==> config.mk <==
export PLATFORM = sky130hd
export DESIGN_NAME = ps2_keyboard_controller_top
export DESIGN_NICKNAME = d
export VERILOG_FILES = /design/src/design/kbc_pkg.sv /design/src/design/kbc_front.sv /design/src/design/kbc_back.sv /design/src/design/ps2_keyboard_controller_top.sv
export VERILOG_INCLUDE_DIRS = /design/src /design/src/design
export SDC_FILE = /design/constraint.sdc
export NUM_CORES = 2
export LEC_CHECK = 0
export BUFFER_PORTS_ARGS = -buffer_cell sky130_fd_sc_hd__buf_2
export CORE_ASPECT_RATIO = 1.4
export CORE_MARGIN = 2
export CORE_UTILIZATION = 45
export CTS_CLUSTER_SIZE = 16
export DETAILED_ROUTE_END_ITERATION = 6
export GPL_TIMING_DRIVEN = 0
export SLEW_MARGIN = 20
export SYNTH_ARGS = -nofsm -noshare
export SYNTH_HDL_FRONTEND = slang
export SYNTH_HIERARCHICAL = 1
export SYNTH_SLANG_ARGS = --single-unit
==> constraint.sdc <==
create_clock -name clk_i -period 7.1 [get_ports clk_i]
set_clock_uncertainty 0.05 [all_clocks]
set_input_delay 0.71 -clock clk_i [delete_from_list [all_inputs] [get_ports clk_i]]
set_output_delay 0.71 -clock clk_i [all_outputs]
set_load 0.005 [all_outputs]
==> src/design/ps2_keyboard_controller_top_macros.svh <==
// assertion helpers for the keyboard controller
`ifndef PS2_KEYBOARD_CONTROLLER_TOP_MACROS_SVH
`define PS2_KEYBOARD_CONTROLLER_TOP_MACROS_SVH

`ifndef SYNTHESIS

// same-cycle implication under reset
`define KBC_ASSERT_NOW(lbl, ante, cons) \
  lbl: assert property (@(posedge clk_i) disable iff (!rst_ni) (ante) |-> (cons)) \
    else $error("kbc assertion failed");

// next-cycle implication under reset
`define KBC_ASSERT_NEXT(lbl, ante, cons) \
  lbl: assert property (@(posedge clk_i) disable iff (!rst_ni) (ante) |=> (cons)) \
    else $error("kbc assertion failed");

`else

`define KBC_ASSERT_NOW(lbl, ante, cons)
`define KBC_ASSERT_NEXT(lbl, ante, cons)

`endif

`endif

==> src/design/kbc_pkg.sv <==
`timescale 1ns / 1ps

package kbc_pkg;

  // output stack geometry
  localparam int BUFFER_DEPTH = 16;
  localparam int CNT_W = $clog2(BUFFER_DEPTH);

  // classified operation
  typedef enum logic [2:0] {
    OP_NOP     = 3'd0,
    OP_DATA_WR = 3'd1,
    OP_CMD_WR  = 3'd2,
    OP_DATA_RD = 3'd3,
    OP_STAT_RD = 3'd4,
    OP_KEY     = 3'd5
  } op_e;

  typedef struct packed {
    op_e         op;
    logic [7:0]  data;
    logic [15:0] code;
    logic        rel;
  } item_t;

  // func codes
  localparam logic [1:0] FUNC_WRITE = 2'd0;
  localparam logic [1:0] FUNC_READ  = 2'd1;
  localparam logic [1:0] FUNC_KEY   = 2'd2;

  // reply bytes
  localparam logic [7:0] BYTE_ACK       = 8'hFA;
  localparam logic [7:0] BYTE_BAT_OK    = 8'hAA;
  localparam logic [7:0] BYTE_TEST_OK   = 8'h55;
  localparam logic [7:0] BYTE_ID0       = 8'h83;
  localparam logic [7:0] BYTE_ID1       = 8'hAB;
  localparam logic [7:0] BYTE_BREAK     = 8'hF0;
  localparam logic [7:0] BYTE_ZERO      = 8'h00;
  localparam logic [7:0] SCAN_SET_TWO   = 8'h02;

  // keyboard commands
  localparam logic [7:0] KBD_RESET     = 8'hFF;
  localparam logic [7:0] KBD_DISABLE   = 8'hF5;
  localparam logic [7:0] KBD_ENABLE    = 8'hF4;
  localparam logic [7:0] KBD_TYPEMATIC = 8'hF3;
  localparam logic [7:0] KBD_SCAN_SET  = 8'hF0;
  localparam logic [7:0] KBD_LEDS      = 8'hED;
  localparam logic [7:0] KBD_IDENTIFY  = 8'hF2;

  // controller commands
  localparam logic [7:0] CTRL_AUX_ECHO  = 8'hD3;
  localparam logic [7:0] CTRL_DIS_AUX   = 8'hA7;
  localparam logic [7:0] CTRL_EN_AUX    = 8'hA8;
  localparam logic [7:0] CTRL_SELF_TEST = 8'hAA;
  localparam logic [7:0] CTRL_TEST_KBD  = 8'hAB;
  localparam logic [7:0] CTRL_TEST_AUX  = 8'hA9;
  localparam logic [7:0] CTRL_DIS_KBD   = 8'hAD;
  localparam logic [7:0] CTRL_EN_KBD    = 8'hAE;

  // port flag bit positions
  localparam int PF_A_EN  = 0;
  localparam int PF_B_EN  = 1;
  localparam int PF_A_IRQ = 2;
  localparam int PF_B_IRQ = 3;
  localparam int PF_A_CLK = 4;
  localparam int PF_B_CLK = 5;
  localparam int PF_XLAT  = 6;
  localparam int PF_SCAN  = 7;

  localparam logic [7:0] SET1_LOW [128] = '{
    8'hff, 8'h43, 8'h41, 8'h3f, 8'h3d, 8'h3b, 8'h3c, 8'h58,
    8'h64, 8'h44, 8'h42, 8'h40, 8'h3e, 8'h0f, 8'h29, 8'h59,
    8'h65, 8'h38, 8'h2a, 8'h70, 8'h1d, 8'h10, 8'h02, 8'h5a,
    8'h66, 8'h71, 8'h2c, 8'h1f, 8'h1e, 8'h11, 8'h03, 8'h5b,
    8'h67, 8'h2e, 8'h2d, 8'h20, 8'h12, 8'h05, 8'h04, 8'h5c,
    8'h68, 8'h39, 8'h2f, 8'h21, 8'h14, 8'h13, 8'h06, 8'h5d,
    8'h69, 8'h31, 8'h30, 8'h23, 8'h22, 8'h15, 8'h07, 8'h5e,
    8'h6a, 8'h72, 8'h32, 8'h24, 8'h16, 8'h08, 8'h09, 8'h5f,
    8'h6b, 8'h33, 8'h25, 8'h17, 8'h18, 8'h0b, 8'h0a, 8'h60,
    8'h6c, 8'h34, 8'h35, 8'h26, 8'h27, 8'h19, 8'h0c, 8'h61,
    8'h6d, 8'h73, 8'h28, 8'h74, 8'h1a, 8'h0d, 8'h62, 8'h6e,
    8'h3a, 8'h36, 8'h1c, 8'h1b, 8'h75, 8'h2b, 8'h63, 8'h76,
    8'h55, 8'h56, 8'h77, 8'h78, 8'h79, 8'h7a, 8'h0e, 8'h7b,
    8'h7c, 8'h4f, 8'h7d, 8'h4b, 8'h47, 8'h7e, 8'h7f, 8'h6f,
    8'h52, 8'h53, 8'h50, 8'h4c, 8'h4d, 8'h48, 8'h01, 8'h45,
    8'h57, 8'h4e, 8'h51, 8'h4a, 8'h37, 8'h49, 8'h46, 8'h54
  };

  // set 2 to set 1 translation
  function automatic logic [7:0] xlat(input logic [7:0] c);
    logic [7:0] r;
    if (!c[7]) r = SET1_LOW[c[6:0]];
    else if (c == 8'h83) r = 8'h41;
    else if (c == 8'h84) r = 8'h54;
    else r = c;
    return r;
  endfunction

endpackage

==> src/design/kbc_front.sv <==
`timescale 1ns / 1ps

module kbc_front (
  input  logic                clk_i,
  input  logic                rst_ni,
  input  logic                in_valid_i,
  output logic                in_ready_o,
  input  logic [1:0]          func_i,
  input  logic                port_sel_i,
  input  logic [7:0]          write_data_i,
  input  logic [15:0]         key_scancode_i,
  input  logic                key_release_i,
  output logic                head_valid_o,
  output kbc_pkg::item_t      head_o,
  input  logic                head_pop_i
);

  kbc_pkg::item_t item;
  kbc_pkg::item_t entry_q [2];
  logic           wr_ptr_q, rd_ptr_q;
  logic [1:0]     cnt_q, cnt_d;
  logic           push, pop;

  // classify the incoming transaction
  always_comb begin
    item.data = write_data_i;
    item.code = key_scancode_i;
    item.rel  = key_release_i;
    case (func_i)
      kbc_pkg::FUNC_WRITE: item.op = port_sel_i ? kbc_pkg::OP_CMD_WR : kbc_pkg::OP_DATA_WR;
      kbc_pkg::FUNC_READ:  item.op = port_sel_i ? kbc_pkg::OP_STAT_RD : kbc_pkg::OP_DATA_RD;
      kbc_pkg::FUNC_KEY:   item.op = kbc_pkg::OP_KEY;
      default:             item.op = kbc_pkg::OP_NOP;
    endcase
  end

  assign in_ready_o   = (cnt_q != 2'd2);
  assign push         = in_valid_i && in_ready_o;
  assign pop          = head_pop_i && head_valid_o;
  assign head_valid_o = (cnt_q != 2'd0);
  assign head_o       = entry_q[rd_ptr_q];

  always_comb begin
    cnt_d = cnt_q;
    if (push && !pop) cnt_d = cnt_q + 2'd1;
    else if (pop && !push) cnt_d = cnt_q - 2'd1;
  end

  // two-entry queue pointers
  always_ff @(posedge clk_i or negedge rst_ni) begin
    if (!rst_ni) begin
      wr_ptr_q <= 1'b0;
      rd_ptr_q <= 1'b0;
      cnt_q    <= 2'd0;
    end else begin
      if (push) wr_ptr_q <= ~wr_ptr_q;
      if (pop) rd_ptr_q <= ~rd_ptr_q;
      cnt_q <= cnt_d;
    end
  end

  // queue storage
  always_ff @(posedge clk_i) begin
    if (push) entry_q[wr_ptr_q] <= item;
  end

endmodule

==> src/design/kbc_back.sv <==
`timescale 1ns / 1ps

module kbc_back (
  input  logic           clk_i,
  input  logic           rst_ni,
  input  logic           head_valid_i,
  input  kbc_pkg::item_t head_i,
  output logic           head_pop_o,
  output logic           out_valid_o,
  input  logic           out_ready_i,
  output logic [7:0]     read_data_o,
  output logic           irq_pulse_o,
  output logic           fault_o
);

  localparam logic [kbc_pkg::CNT_W-1:0] CNT_LAST =
    kbc_pkg::CNT_W'(kbc_pkg::BUFFER_DEPTH - 1);

  logic [7:0] stack_q [kbc_pkg::BUFFER_DEPTH];
  logic [7:0] stack_d [kbc_pkg::BUFFER_DEPTH];
  logic [kbc_pkg::CNT_W-1:0] cnt_q, cnt_d, idx, cnt_m1;
  logic       obf_q, obf_d;
  logic [7:0] ram_q [32];
  logic       ram_we;
  logic [4:0] ram_wa;
  logic [7:0] pc_q, pc_d, pk_q, pk_d, scan_q, scan_d, flags_q, flags_d;
  logic [7:0] push_b [3];
  logic       push_v [3];
  logic [7:0] cand_b [3];
  logic       cand_v [3];
  logic       brk, any_push, fire, flt;
  logic [7:0] rd, wd;
  logic       out_valid_q;
  logic [7:0] rd_q;
  logic       irq_q, flt_q;

  assign fire        = head_valid_i && (!out_valid_q || out_ready_i);
  assign head_pop_o  = fire;
  assign wd          = head_i.data;
  assign cnt_m1      = cnt_q - 1'b1;

  // execute the head transaction
  always_comb begin
    for (int k = 0; k < 3; k++) begin
      push_b[k] = '0;
      push_v[k] = 1'b0;
      cand_b[k] = '0;
      cand_v[k] = 1'b0;
    end
    brk     = 1'b0;
    flags_d = flags_q;
    scan_d  = scan_q;
    pc_d    = pc_q;
    pk_d    = pk_q;
    ram_we  = 1'b0;
    ram_wa  = pc_q[4:0];
    rd      = '0;
    flt     = 1'b0;
    case (head_i.op)
      kbc_pkg::OP_DATA_WR: begin
        if (pc_q != 8'h00) begin
          if (pc_q inside {[8'h60:8'h7F]}) begin
            ram_we = 1'b1;
            if (pc_q[4:0] == 5'd0) begin
              flags_d = flags_q & ((8'h1 << kbc_pkg::PF_A_EN) | (8'h1 << kbc_pkg::PF_B_EN)
                                   | (8'h1 << kbc_pkg::PF_SCAN));
              flags_d[kbc_pkg::PF_A_IRQ] = wd[0];
              flags_d[kbc_pkg::PF_B_IRQ] = wd[1];
              flags_d[kbc_pkg::PF_A_CLK] = !wd[4];
              flags_d[kbc_pkg::PF_B_CLK] = !wd[5];
              flags_d[kbc_pkg::PF_XLAT]  = wd[6];
            end
          end else if (pc_q == kbc_pkg::CTRL_AUX_ECHO) begin
            push_b[0] = wd;
            push_v[0] = 1'b1;
          end
          pc_d = 8'h00;
        end else if (pk_q != 8'h00) begin
          if (pk_q == kbc_pkg::KBD_SCAN_SET && wd == 8'h00) begin
            push_b[0] = flags_q[kbc_pkg::PF_XLAT] ? kbc_pkg::xlat(scan_q) : scan_q;
            push_v[0] = 1'b1;
          end else if (pk_q == kbc_pkg::KBD_SCAN_SET) begin
            scan_d = wd;
          end
          push_b[1] = kbc_pkg::BYTE_ACK;
          push_v[1] = 1'b1;
          pk_d = 8'h00;
        end else begin
          push_b[2] = kbc_pkg::BYTE_ACK;
          push_v[2] = 1'b1;
          case (wd)
            kbc_pkg::KBD_RESET: begin
              push_b[1] = kbc_pkg::BYTE_BAT_OK;
              push_v[1] = 1'b1;
            end
            kbc_pkg::KBD_DISABLE: flags_d[kbc_pkg::PF_SCAN] = 1'b0;
            kbc_pkg::KBD_ENABLE:  flags_d[kbc_pkg::PF_SCAN] = 1'b1;
            kbc_pkg::KBD_TYPEMATIC, kbc_pkg::KBD_SCAN_SET, kbc_pkg::KBD_LEDS: pk_d = wd;
            kbc_pkg::KBD_IDENTIFY: begin
              push_b[0] = kbc_pkg::BYTE_ID0;
              push_v[0] = 1'b1;
              push_b[1] = kbc_pkg::BYTE_ID1;
              push_v[1] = 1'b1;
            end
            default: begin
              push_v[2] = 1'b0;
              flt = 1'b1;
            end
          endcase
        end
      end
      kbc_pkg::OP_CMD_WR: begin
        if (wd inside {[8'h20:8'h3F]}) begin
          push_b[0] = ram_q[wd[4:0]];
          push_v[0] = 1'b1;
        end else if (wd inside {[8'h60:8'h7F], kbc_pkg::CTRL_AUX_ECHO}) begin
          pc_d = wd;
        end else begin
          case (wd)
            kbc_pkg::CTRL_DIS_AUX: flags_d[kbc_pkg::PF_B_EN] = 1'b0;
            kbc_pkg::CTRL_EN_AUX:  flags_d[kbc_pkg::PF_B_EN] = 1'b1;
            kbc_pkg::CTRL_DIS_KBD: flags_d[kbc_pkg::PF_A_EN] = 1'b0;
            kbc_pkg::CTRL_EN_KBD:  flags_d[kbc_pkg::PF_A_EN] = 1'b1;
            kbc_pkg::CTRL_SELF_TEST: begin
              push_b[0] = kbc_pkg::BYTE_TEST_OK;
              push_v[0] = 1'b1;
            end
            kbc_pkg::CTRL_TEST_KBD, kbc_pkg::CTRL_TEST_AUX: begin
              push_b[0] = kbc_pkg::BYTE_ZERO;
              push_v[0] = 1'b1;
            end
            default: flt = 1'b1;
          endcase
        end
      end
      kbc_pkg::OP_DATA_RD: begin
        if (cnt_q != '0) rd = stack_q[cnt_m1];
      end
      kbc_pkg::OP_STAT_RD: begin
        rd = {7'd0, obf_q};
      end
      kbc_pkg::OP_KEY: begin
        if (scan_q == kbc_pkg::SCAN_SET_TWO && head_i.code != 16'h0000) begin
          cand_b[0] = head_i.code[15:8];
          cand_v[0] = (head_i.code[15:8] != 8'h00);
          cand_b[1] = kbc_pkg::BYTE_BREAK;
          cand_v[1] = head_i.rel;
          cand_b[2] = head_i.code[7:0];
          cand_v[2] = 1'b1;
        end
        // break prefix folds into bit 7 when translating
        for (int k = 0; k < 3; k++) begin
          if (cand_v[k]) begin
            if (!flags_q[kbc_pkg::PF_XLAT]) begin
              push_b[k] = cand_b[k];
              push_v[k] = 1'b1;
            end else if (cand_b[k] == kbc_pkg::BYTE_BREAK) begin
              brk = 1'b1;
            end else begin
              push_b[k] = kbc_pkg::xlat(cand_b[k]) | {brk, 7'd0};
              push_v[k] = 1'b1;
              brk = 1'b0;
            end
          end
        end
      end
      default: ;
    endcase
  end

  // stack update with wrap on overflow
  always_comb begin
    stack_d  = stack_q;
    idx      = cnt_q;
    any_push = 1'b0;
    for (int k = 0; k < 3; k++) begin
      if (push_v[k]) begin
        stack_d[idx] = push_b[k];
        idx = (idx == CNT_LAST) ? '0 : idx + 1'b1;
        any_push = 1'b1;
      end
    end
    cnt_d = idx;
    obf_d = obf_q | any_push;
    if (head_i.op == kbc_pkg::OP_DATA_RD && cnt_q != '0) begin
      cnt_d = cnt_m1;
      if (cnt_m1 == '0) obf_d = 1'b0;
    end
  end

  // control state
  always_ff @(posedge clk_i or negedge rst_ni) begin
    if (!rst_ni) begin
      cnt_q       <= '0;
      obf_q       <= 1'b0;
      pc_q        <= '0;
      pk_q        <= '0;
      scan_q      <= kbc_pkg::SCAN_SET_TWO;
      flags_q     <= '0;
      out_valid_q <= 1'b0;
      for (int i = 0; i < 32; i++) ram_q[i] <= '0;
    end else begin
      if (fire) begin
        cnt_q   <= cnt_d;
        obf_q   <= obf_d;
        pc_q    <= pc_d;
        pk_q    <= pk_d;
        scan_q  <= scan_d;
        flags_q <= flags_d;
        if (ram_we) ram_q[ram_wa] <= wd;
      end
      if (fire) out_valid_q <= 1'b1;
      else if (out_ready_i) out_valid_q <= 1'b0;
    end
  end

  // stack storage and result register
  always_ff @(posedge clk_i) begin
    if (fire) begin
      stack_q <= stack_d;
      rd_q    <= rd;
      irq_q   <= any_push && flags_q[kbc_pkg::PF_A_IRQ];
      flt_q   <= flt;
    end
  end

  assign out_valid_o = out_valid_q;
  assign read_data_o = rd_q;
  assign irq_pulse_o = irq_q;
  assign fault_o     = flt_q;

endmodule

==> src/design/ps2_keyboard_controller_top.sv <==
`timescale 1ns / 1ps

// 8042-style keyboard controller. Each transaction (port write, port read or
// key event) is taken into a two-entry queue and carried out by the
// execution stage, which updates the output stack, controller RAM and
// keyboard state; one result comes out per transaction, from a result
// register. Sustained rate is one transaction per clock while the receiver
// takes each result. The output stack is last-in-first-out and empties
// itself when it fills. Status reads give output-full in bit 0 and zero
// in bits 7 to 1.

`include "ps2_keyboard_controller_top_macros.svh"

module ps2_keyboard_controller_top (
  input  logic        clk_i,
  input  logic        rst_ni,
  input  logic        in_valid_i,
  output logic        in_ready_o,
  input  logic [1:0]  func_i,
  input  logic        port_sel_i,
  input  logic [7:0]  write_data_i,
  input  logic [15:0] key_scancode_i,
  input  logic        key_release_i,
  output logic        out_valid_o,
  input  logic        out_ready_i,
  output logic [7:0]  read_data_o,
  output logic        irq_pulse_o,
  output logic        fault_o
);

  kbc_pkg::item_t head;
  logic           head_valid, head_pop;

  // classify and queue
  kbc_front u_front (
    .clk_i,
    .rst_ni,
    .in_valid_i,
    .in_ready_o,
    .func_i,
    .port_sel_i,
    .write_data_i,
    .key_scancode_i,
    .key_release_i,
    .head_valid_o (head_valid),
    .head_o       (head),
    .head_pop_i   (head_pop)
  );

  // execute and hold result
  kbc_back u_back (
    .clk_i,
    .rst_ni,
    .head_valid_i (head_valid),
    .head_i       (head),
    .head_pop_o   (head_pop),
    .out_valid_o,
    .out_ready_i,
    .read_data_o,
    .irq_pulse_o,
    .fault_o
  );

  // queue never backs up while the result register is empty
  `KBC_ASSERT_NOW(a_ready_when_drained, !out_valid_o, in_ready_o)
  // an ignored command pushes nothing, so no interrupt
  `KBC_ASSERT_NOW(a_fault_no_irq, out_valid_o && fault_o, !irq_pulse_o)
  // writes and key events return zero data
  `KBC_ASSERT_NOW(a_side_effect_zero, out_valid_o && (irq_pulse_o || fault_o),
                  read_data_o == 8'h00)

endmodule

==> impl_metrics.toml <==
[worst_setup_path]
timing.critical_path.to_type = "flop"
cp_max_fo = 10
setup.worst_path.start_class = "flop"
path_type_of_the_worst_setup_path = "reg -> reg"
worst_ep_required_time_ns = 7.38
critPathArrivalTime_ns = 7.41

[placed_design]
port_buffers = 43
placedInstanceArea_um2 = 33800
gp_congestion = 1.01
dp_slack_ns = -1.97
hpwlAfterDp_mm = 97.6

[yosys]
netlist-cell-type-count = 112
mappedNetlistNets = 3126
fraction_of_synthesized_cell_area_in_xor_and_xnor_cells = 0.00639
synth.area.mux_share = 0.210
synth_seq_cells = 486
synth_top_area_frac = 0.227
post_synthesis_adder_cell_area_fraction = 0.0160
ys_top_cells_by_count = "mux2_2 (295), dfrtp_1 (291), nor2_1 (243)"
synth_compound_area_frac = 0.180
yosysWarnings = 6
syn-instance-count = 3053
primary_ff_master_synth = "dfrtp_1"
synth.cell_area_um2 = 32100
synth_top_family_by_area = "multiplexers"
synth_area_leader_cell = "dfrtp_1"
synth_edf_count = 194
synthArstFlopShare = 0.601
syn_area_per_cell_um2 = 10.5
synth_area_leaders = "dfrtp_1 (23%), edfxtp_1 (18%), mux2_2 (10%)"
synth_simple_gate_area_share = 0.134
yosysMostFrequentCell = "mux2_2"
seq_area_frac_synth = 0.409

[sta]
finalWorstSetupSlack_ns = -0.0340
setup_total_negative_slack_ns = -0.0580
final.min_clock_period_ns = 7.13
final_max_slew_viol_count = 0
tightestPinTransition_ns = 1.22
final_count_of_hold_timing_violations = 0
timing.fmax_mhz = 140
period_share = 1.00
holdWs_ns = 0.226
timing.slew.headroom = 0.178
setup-violations-final = 3

[floorplan]
site_rows = 115
die-area_um2 = 73600
die_h_um = 320
initial_core_util = 0.456
io_pins = 44
core_um2 = 70500
die_boundary_width_um = 230

[pwr]
total_power_mw = 13.4
vdd.ir_drop.worst_mv = 0.255
power-per-cell-area_nw_per_um2 = 373
pleak_nw = 14.1

[layout]
fillers = 6430
seq_area_um2 = 13100
footprint_of_the_multi_input_gates_um2 = 17700
finish.instance_area_um2 = 36000
flow.area_growth_from_synthesis_pct = 11.9
final_layout_size_suffix_gt1_frac = 0.233
final_net_count = 3250

[global_route]
antenna_found_initial = 2
pin_count_of_the_biggest_net_entering_global_routing = 98
grt.overflow.total = 0
grt.total_usage = 0.360
first_global_vias = 28200
grt_first_pass_wirelength_mm = 196

[job]
maxCapViolCount = 0

[routing]
route.detailed.vias_per_inst = 6.80
remaining_drc_errors = 0
antenna_violating_nets_post_route = 0
vias = 28300
detail_route.iter0.violations = 3374
postRouteWirelength_mm = 134
routedWlPerCell_um = 32.2
first_pass_iters = 6

[clock_network]
cts.clk_slew.worst_paths_ns = 0.07
cts_tree = "yes"
clk_latency_ns = 0.64
cts_htree_levels = 2
clock_tree.buffer_depth = 3
cts.sinks = 486
cts_buffers = 53
cts_root_buffer = "clkbuf_16"

[status]
outcome = "finished with violations"
failed_checks = "setup timing"

[worst_hold_path]
worstHoldPathType = "in -> reg"
## what timing repair did
item,CTS,global route
hold buffers,1,0
pin swaps,11,5
setup buffers,14,5
setup endpoints to repair,134,129
endpoints found under the hold margin,40,0
resized for setup,14,24
## cell families (layout without fill, tap and decap cells)
logic type                 Yosys count  after routing
and+or+nand+nor                    838            838
AOI/OAI and AO/OA                  832            832
muxes                              500            500
DFF                                486            486
buffers and inverters              339            507
adders and majority gates           41             41
xor gates and xnor gates            17             17
other                                0              1
## path summary, 6_finish.rpt
check / startpoint / endpoint / slack (ns) / cells after the start
setup / recovery: u_back/scan_q[0] / u_back/stack_q[110] / -0.03 / 20
hold reg to reg: u_front/cnt_q[1] / u_front/cnt_q[1] / 0.44 / 1
setup reg to reg: u_back/scan_q[0] / u_back/stack_q[110] / -0.03 / 20
min in group asynchronous: rst_ni / u_back/ram_q[119] / 0.48 / 2
hold / removal: key_scancode_i[13] / u_front/entry_q[1][14] / 0.23 / 1
max in group asynchronous: rst_ni / u_front/rd_ptr_q / 4.88 / 5
## cell usage in the layout, fill, tap and decap left out, types with 11 or more instances in the layout
cell | synthesis | layout
a211oi_1 | 147 | 147
a21o_1 | 19 | 19
a21oi_1 | 202 | 197
a221oi_1 | 13 | 12
a22oi_1 | 30 | 30
a311oi_1 | 14 | 14
a31oi_1 | 41 | 40
and2_1 | 28 | 28
and3_1 | 29 | 28
buf_1 | 26 | 23
buf_2 | 42 | 84
buf_4 | 9 | 32
clkbuf_1 | 203 | 204
clkbuf_16 | 0 | 54
dfrtp_1 | 291 | 291
edfxtp_1 | 194 | 194
ha_1 | 41 | 39
inv_1 | 43 | 41
mux2_2 | 295 | 295
mux2i_1 | 90 | 88
mux4_2 | 104 | 104
nand2_1 | 190 | 185
nand2b_1 | 39 | 39
nand3_1 | 57 | 56
nand4_1 | 33 | 33
nor2_1 | 243 | 242
nor2b_1 | 52 | 51
nor3_1 | 50 | 47
nor4_1 | 14 | 14
o2111ai_1 | 11 | 11
o211ai_1 | 41 | 41
o21ai_0 | 120 | 120
o221ai_1 | 11 | 11
o22ai_1 | 14 | 14
o31ai_1 | 14 | 14
or3_1 | 13 | 13
## layer usage
metal	up-vias	track usage	share of wire
met5	-	0	0.000090
li1	11900	-	-
met4	2	0.242	0.082
met1	14200	0.410	0.35
met3	494	0.0547	0.070
met2	1656	0.624	0.49
## sequential cells by signal (all words and copies together), names as in the netlist
name                flops
u_back/scan_q           8
u_back/flags_q          2
u_back/pc_q             8
u_front/cnt_q           2
u_back/fault_o          1
u_front/entry_q        56
u_back/pk_q             8
u_front/wr_ptr_q        1
u_back/irq_pulse_o      1
u_back/obf_q            1
u_back/read_data_o      8
u_front/rd_ptr_q        1
u_back/stack_q        128
u_back/out_valid_o      1
u_back/ram_q          256
u_back/cnt_q            4
## cell type report
type                       instances  area share
inverter                          49     0.00543
timing repair buffer              73      0.0155
buffer                           286      0.0354
clock inverter                    28      0.0117
antenna                            1   0.0000696
clock buffer                      71      0.0405
sequential                       486       0.365
multi-input combinational       2228       0.493
tap                              936      0.0326
## through the flow
stage | cells | util
after global routing | 4157 | 0.510
after global placement | 4032 | 0.475
after floorplan | 3053 | -
after CTS | 4154 | 0.508
final | 4158 | 0.510
after detailed placement | 4042 | 0.479
## report_power, final
group / leakage [nW] / internal [mW] / total, mW / switching [mW]
logic: 7.32 / 2.07 / 6.42 / 4.35
registers: 5.90 / 3.67 / 3.98 / 0.314
clock network: 0.912 / 1.78 / 3.00 / 1.22
## critical path: stages, from the launching register on
cell	delay [ns]
dfrtp_1	0.50
clkbuf_4	0.29
clkinvlp_4	0.19
ha_4	0.26
or3b_2	0.60
nor2_1	0.25
buf_4	0.28
buf_4	0.27
nand2_1	0.17
ha_4	0.34
clkbuf_1	0.53
nor2_1	0.10
o21ai_0	0.29
a21oi_1	0.11
a31o_2	0.23
a311oi_1	0.62
o211ai_1	0.58
clkbuf_2	0.52
mux2_2	0.38
mux2i_1	0.14
mux2i_1	0.10
No activity file was read; power rests on OpenSTA's default activity.
